===== config.mk =====
export PLATFORM = sky130hd
export DESIGN_NAME = dfr_div
export DESIGN_NICKNAME = d
export VERILOG_FILES = /design/src/hw/rtl/dfr_pkg.sv /design/src/hw/rtl/dfr_div.sv
export SDC_FILE = /design/constraint.sdc
export NUM_CORES = 1
export LEC_CHECK = 0
export BUFFER_PORTS_ARGS = -buffer_cell sky130_fd_sc_hd__buf_4
export CAP_MARGIN = 0
export CORE_MARGIN = 2
export CORE_UTILIZATION = 52
export CTS_BUF_LIST = sky130_fd_sc_hd__clkbuf_4 sky130_fd_sc_hd__clkbuf_8
export DETAILED_ROUTE_END_ITERATION = 10
export PLACE_DENSITY_LB_ADDON = 0.2
export RECOVER_POWER = 50
export SYNTH_ARGS = -nofsm -noshare
export SYNTH_HDL_FRONTEND = slang
export SYNTH_SLANG_ARGS = --single-unit

===== constraint.sdc =====
create_clock -name aclk -period 2.6 [get_ports aclk]
set_clock_uncertainty 0.2 [all_clocks]
set_input_delay 0.52 -clock aclk [delete_from_list [all_inputs] [get_ports aclk]]
set_output_delay 0.52 -clock aclk [all_outputs]
set_load 0.1 [all_outputs]

===== src/hw/rtl/dfr_pkg.sv =====
// shared types, opcodes and helpers of the detector frame reassembler
package dfr_pkg;

    typedef struct packed {
        logic [1:0]  opcode;
        logic [15:0] shutter_count;
        logic [15:0] sequence_raw;
        logic [13:0] payload_length;
        logic [7:0]  data_byte;
        logic        last;
        logic [17:0] read_address;
    } dfr_in_t;

    typedef struct packed {
        logic        frame_ready;
        logic [7:0]  read_byte;
        logic [31:0] packets_received;
        logic [31:0] packets_lost;
        logic [31:0] frames_received;
        logic [31:0] frames_skipped;
        logic        filling_store;
    } dfr_out_t;

    localparam logic [1:0] OP_HEADER  = 2'd0;
    localparam logic [1:0] OP_PAYLOAD = 2'd1;
    localparam logic [1:0] OP_READOUT = 2'd2;
    localparam logic [1:0] OP_NOP     = 2'd3;

    // register index taken from paddr[2]
    localparam logic REG_COUNTER_BITS = 1'b0;

    // frame bytes for a pixel depth, before the store size limit
    function automatic logic [17:0] frame_size_raw(input logic [5:0] bits);
        logic [18:0] s;
        s = 19'd98304;
        if (bits inside {6'd1, 6'd4, 6'd6, 6'd12, 6'd24}) begin
            s = {bits, 13'd0};
        end
        return s[17:0];
    endfunction

endpackage


===== src/hw/rtl/dfr_div.sv =====
// restoring divider, one quotient bit per cycle
module dfr_div #(
    parameter int NW = 19,
    parameter int DW = 15
) (
    input  logic          aclk,
    input  logic          aresetn,
    input  logic          start,
    input  logic [NW-1:0] num,
    input  logic [DW-1:0] den,
    output logic          done,
    output logic [NW-1:0] quo
);
    import dfr_pkg::*;

    localparam int CW = $clog2(NW + 1);

    logic [DW-1:0] rem_reg, rem_next;
    logic [NW-1:0] quo_reg, quo_next;
    logic [DW-1:0] den_reg, den_next;
    logic [CW-1:0] cnt_reg, cnt_next;
    logic          busy_reg, busy_next;
    logic          done_reg, done_next;
    logic [DW:0]   sh;

    always_comb begin
        rem_next  = rem_reg;
        quo_next  = quo_reg;
        den_next  = den_reg;
        cnt_next  = cnt_reg;
        busy_next = busy_reg;
        done_next = 1'b0;
        sh        = {rem_reg, quo_reg[NW-1]};
        if (start) begin
            rem_next  = '0;
            quo_next  = num;
            den_next  = den;
            cnt_next  = '0;
            busy_next = 1'b1;
        end else if (busy_reg) begin
            if (sh >= {1'b0, den_reg}) begin
                rem_next = DW'(sh - {1'b0, den_reg});
                quo_next = {quo_reg[NW-2:0], 1'b1};
            end else begin
                rem_next = sh[DW-1:0];
                quo_next = {quo_reg[NW-2:0], 1'b0};
            end
            cnt_next = CW'(cnt_reg + 1'b1);
            if (cnt_reg == CW'(NW - 1)) begin
                busy_next = 1'b0;
                done_next = 1'b1;
            end
        end
    end

    always_ff @(posedge aclk) begin
        if (!aresetn) begin
            busy_reg <= 1'b0;
            done_reg <= 1'b0;
            cnt_reg  <= '0;
        end else begin
            busy_reg <= busy_next;
            done_reg <= done_next;
            cnt_reg  <= cnt_next;
        end
        rem_reg <= rem_next;
        quo_reg <= quo_next;
        den_reg <= den_next;
    end

    assign done = done_reg;
    assign quo  = quo_reg;
endmodule


==> out/qor.csv <==
metric;value;unit
total global-route track usage;22.2;%
nets@finish;430;
worst skew pair latency;320;ps
Avg WL per Cell;16.4;um
I/O pin count;57;
area leader, netlist;edfxtp_1;
die span in x;82.7;um
Final Cycle Share;100;%
multi-input logic area;0.00167;sq mm
setup ws final;-8.54;ps
Post-DRT Antenna Nets;0;
Max Fanout on Critical Path;6;
setup violators final;1;
die area;0.00684;sq mm
WP buf/inv;0;
CTS buffer count;5;
most common cell after layout, fill and taps aside;buf_4;
cell count after synthesis;306;
status;complete, but fails checks;
final WL;7.37;mm
ys flop type;edfxtp_1;
Root Buffer;clkbuf_8;
Yosys reg bits;56;
post-synth cell types;56;
CTS sink cnt;56;
top cell family by delay on the critical path;compound AO/OA/AOI/OAI gates;
Seq/Total Area, Yosys;45.4;%
drt drc;0;
Worst Hold Slack;191;ps
max-cap violations;0;
failing checks;negative setup slack;
Pwr Density;608;mW/mm^2
Worst Tran Pin Value;1010;ps
worst min path class;primary input to flop;
Async SR Flop Fraction;0;%
Fillers;479;
row count;28;
first drt pass iteration count;4;
CP Cell Sequence;ha_4 -> fa_2 -> nor2b_4 -> o22ai_4 -> a31oi_4 -> o2111ai_4 -> a221o_1 -> a311oi_2;
Core ar.;0.00596;sq mm
share of cells above drive strength 1;34.0;%
die height;82.7;um
via count;2589;
most frequent cells in the layout;59 x buf_4, 34 x edfxtp_1, 24 x nor2_1;
final total power;0.00242;W
antenna violations before repair;0;
Setup CP Type;flop to flop;
HPWL Detailed;5.28;mm
area of placed instances;0.00379;sq mm
relative slew slack;32.8;%
top cells by area, synth;edfxtp_1 32%, dfxtp_1 14%, mux2_2 6.6%, ha_1 6.6%, nor2_1 2.9%;
Port Buffers;56;
htree depth;2;
crit end category;flop;
leakage power figure;1.65;nW
Worst-path clk slew;110;ps
fin crit period;2610;ps
cts hold-fix bufs;0;
Critical Path RT;2630;ps
max reg flops;19;
RSZ-0062 raised after global routing;true;
Starting Density;54.1;%
CP max stage delay;430;ps
Area Overhead vs Synth;23.7;%
synthesized area per cell;10.5;sq um
Slew Viols, Final;0;
Post-synth EDFFs;34;
Syn Std Cell Area;0.00322;sq mm
Post-Syn Nets;361;
crit path DAT;2640;ps
YS warnings;0;
gr ovfl total;0;
final hold violation count;0;
Worst path slowest cell;edfxtp_1;
maximum VDD drop;434;uV
Iteration-0 DRC Markers;196;
Clock Tree Buf Depth;2;
register area;0.00146;sq mm
GPL Wtd Cong;0.900;
n_diodes;0;
Synth top area share;31.7;%
FMAX;0.383;GHz
vias in the first global route;2413;
CTS tree;built;
largest net degree at the start of global routing;34;
first-pass GRT wire length;11.5;mm
Vias/cell;5.74;
Startpoint Class;flop;
Post-Layout Inst Area;0.00398;sq mm
[metal layers]
metal  routed length (um)  up-vias  share of wire, %  global-route usage (%)
li1                     -     1293                 -                       -
met1                 3340     1209                45                    29.8
met2                 3500       76                47                    35.8
met3                  423       11               5.7                    5.54
met4                  112        0               1.5                    5.90
met5                    0        -                 0                       0
[path summary, 6_finish.rpt]
kind	end	startpoint	slack, ps	cells past startpoint
worst max-delay path	rem_reg[11]$_SDFFE_PP0P_	den_reg[0]$_DFFE_PP_	-9	8
worst min-delay path	den_reg[13]$_DFFE_PP_	den[13]	190	1
worst max register to register	rem_reg[11]$_SDFFE_PP0P_	den_reg[0]$_DFFE_PP_	-9	8
worst min register to register	done$_SDFF_PP0_	cnt_reg[4]$_SDFFE_PP0P_	300	2
[cell usage after synthesis (all sizes together) (2+ instances only)]
cell type / count
edfxtp: 34
nor2: 25
dfxtp: 22
inv: 22
mux2: 19
ha: 17
nand3: 14
o21ai: 14
a21oi: 13
nand2: 13
a311oi: 10
and3: 10
buf: 8
xnor2: 8
clkbuf: 7
a31oi: 6
a21o: 5
o2111ai: 5
xor2: 5
nand4: 4
nor2b: 4
nor3: 4
o21a: 4
nand2b: 3
o211ai: 3
o31ai: 3
a221o: 2
a31o: 2
o211a: 2
or2: 2
or3: 2
[per-stage QoR]
| stage | std cells | worst slack [ps] | util, % | TNS, ps |
|---|---|---|---|---|
| after floorplan | 306 | -563 | - | -6380 |
| after global placement | 438 | 57.3 | 63.7 | 0 |
| after detailed placement | 438 | -11.3 | 63.7 | -21.1 |
| after CTS | 448 | 0.368 | 65.6 | 0 |
| after global routing | 451 | -97.1 | 66.9 | -233 |
| final | 451 | -8.54 | 66.9 | -8.54 |
[logic make-up (layout without fill, tap and decap cells)]
kind of cell	count (synthesis)	count (layout)	synth area share, %
AOI/OAI and AO/OA	80	80	19.3
xor gates and xnor gates	13	13	3.54
adders and majority gates	18	18	7.23
buffers and inverters	38	108	5.32
DFF	56	56	45.4
muxes	19	19	6.65
and+or+nand+nor	82	82	12.6
[report_power, final]
part / leakage [nW] / internal, W / switching, W / total [W]
combinational: 1.08 / 0.000299 / 0.000542 / 0.000842
sequential: 0.519 / 0.00102 / 0.0000428 / 0.00107
clock: 0.0496 / 0.000209 / 0.000305 / 0.000514
[cell type report]
class,count,area share (%)
multi-input combinational,212,42.0
clock buffer,6,1.92
tap,75,2.36
timing repair buffer,77,14.4
inverter,23,2.17
sequential,56,36.7
clock inverter,2,0.440
[timing repair]
action / CTS / global route
resized for setup: 2 / 10
setup endpoints to repair: 2 / 16
gates cloned: 0 / 0
setup buffers: 2 / 3
pin swaps: 2 / 4
Note: power is estimated with default switching activity, not from simulation.
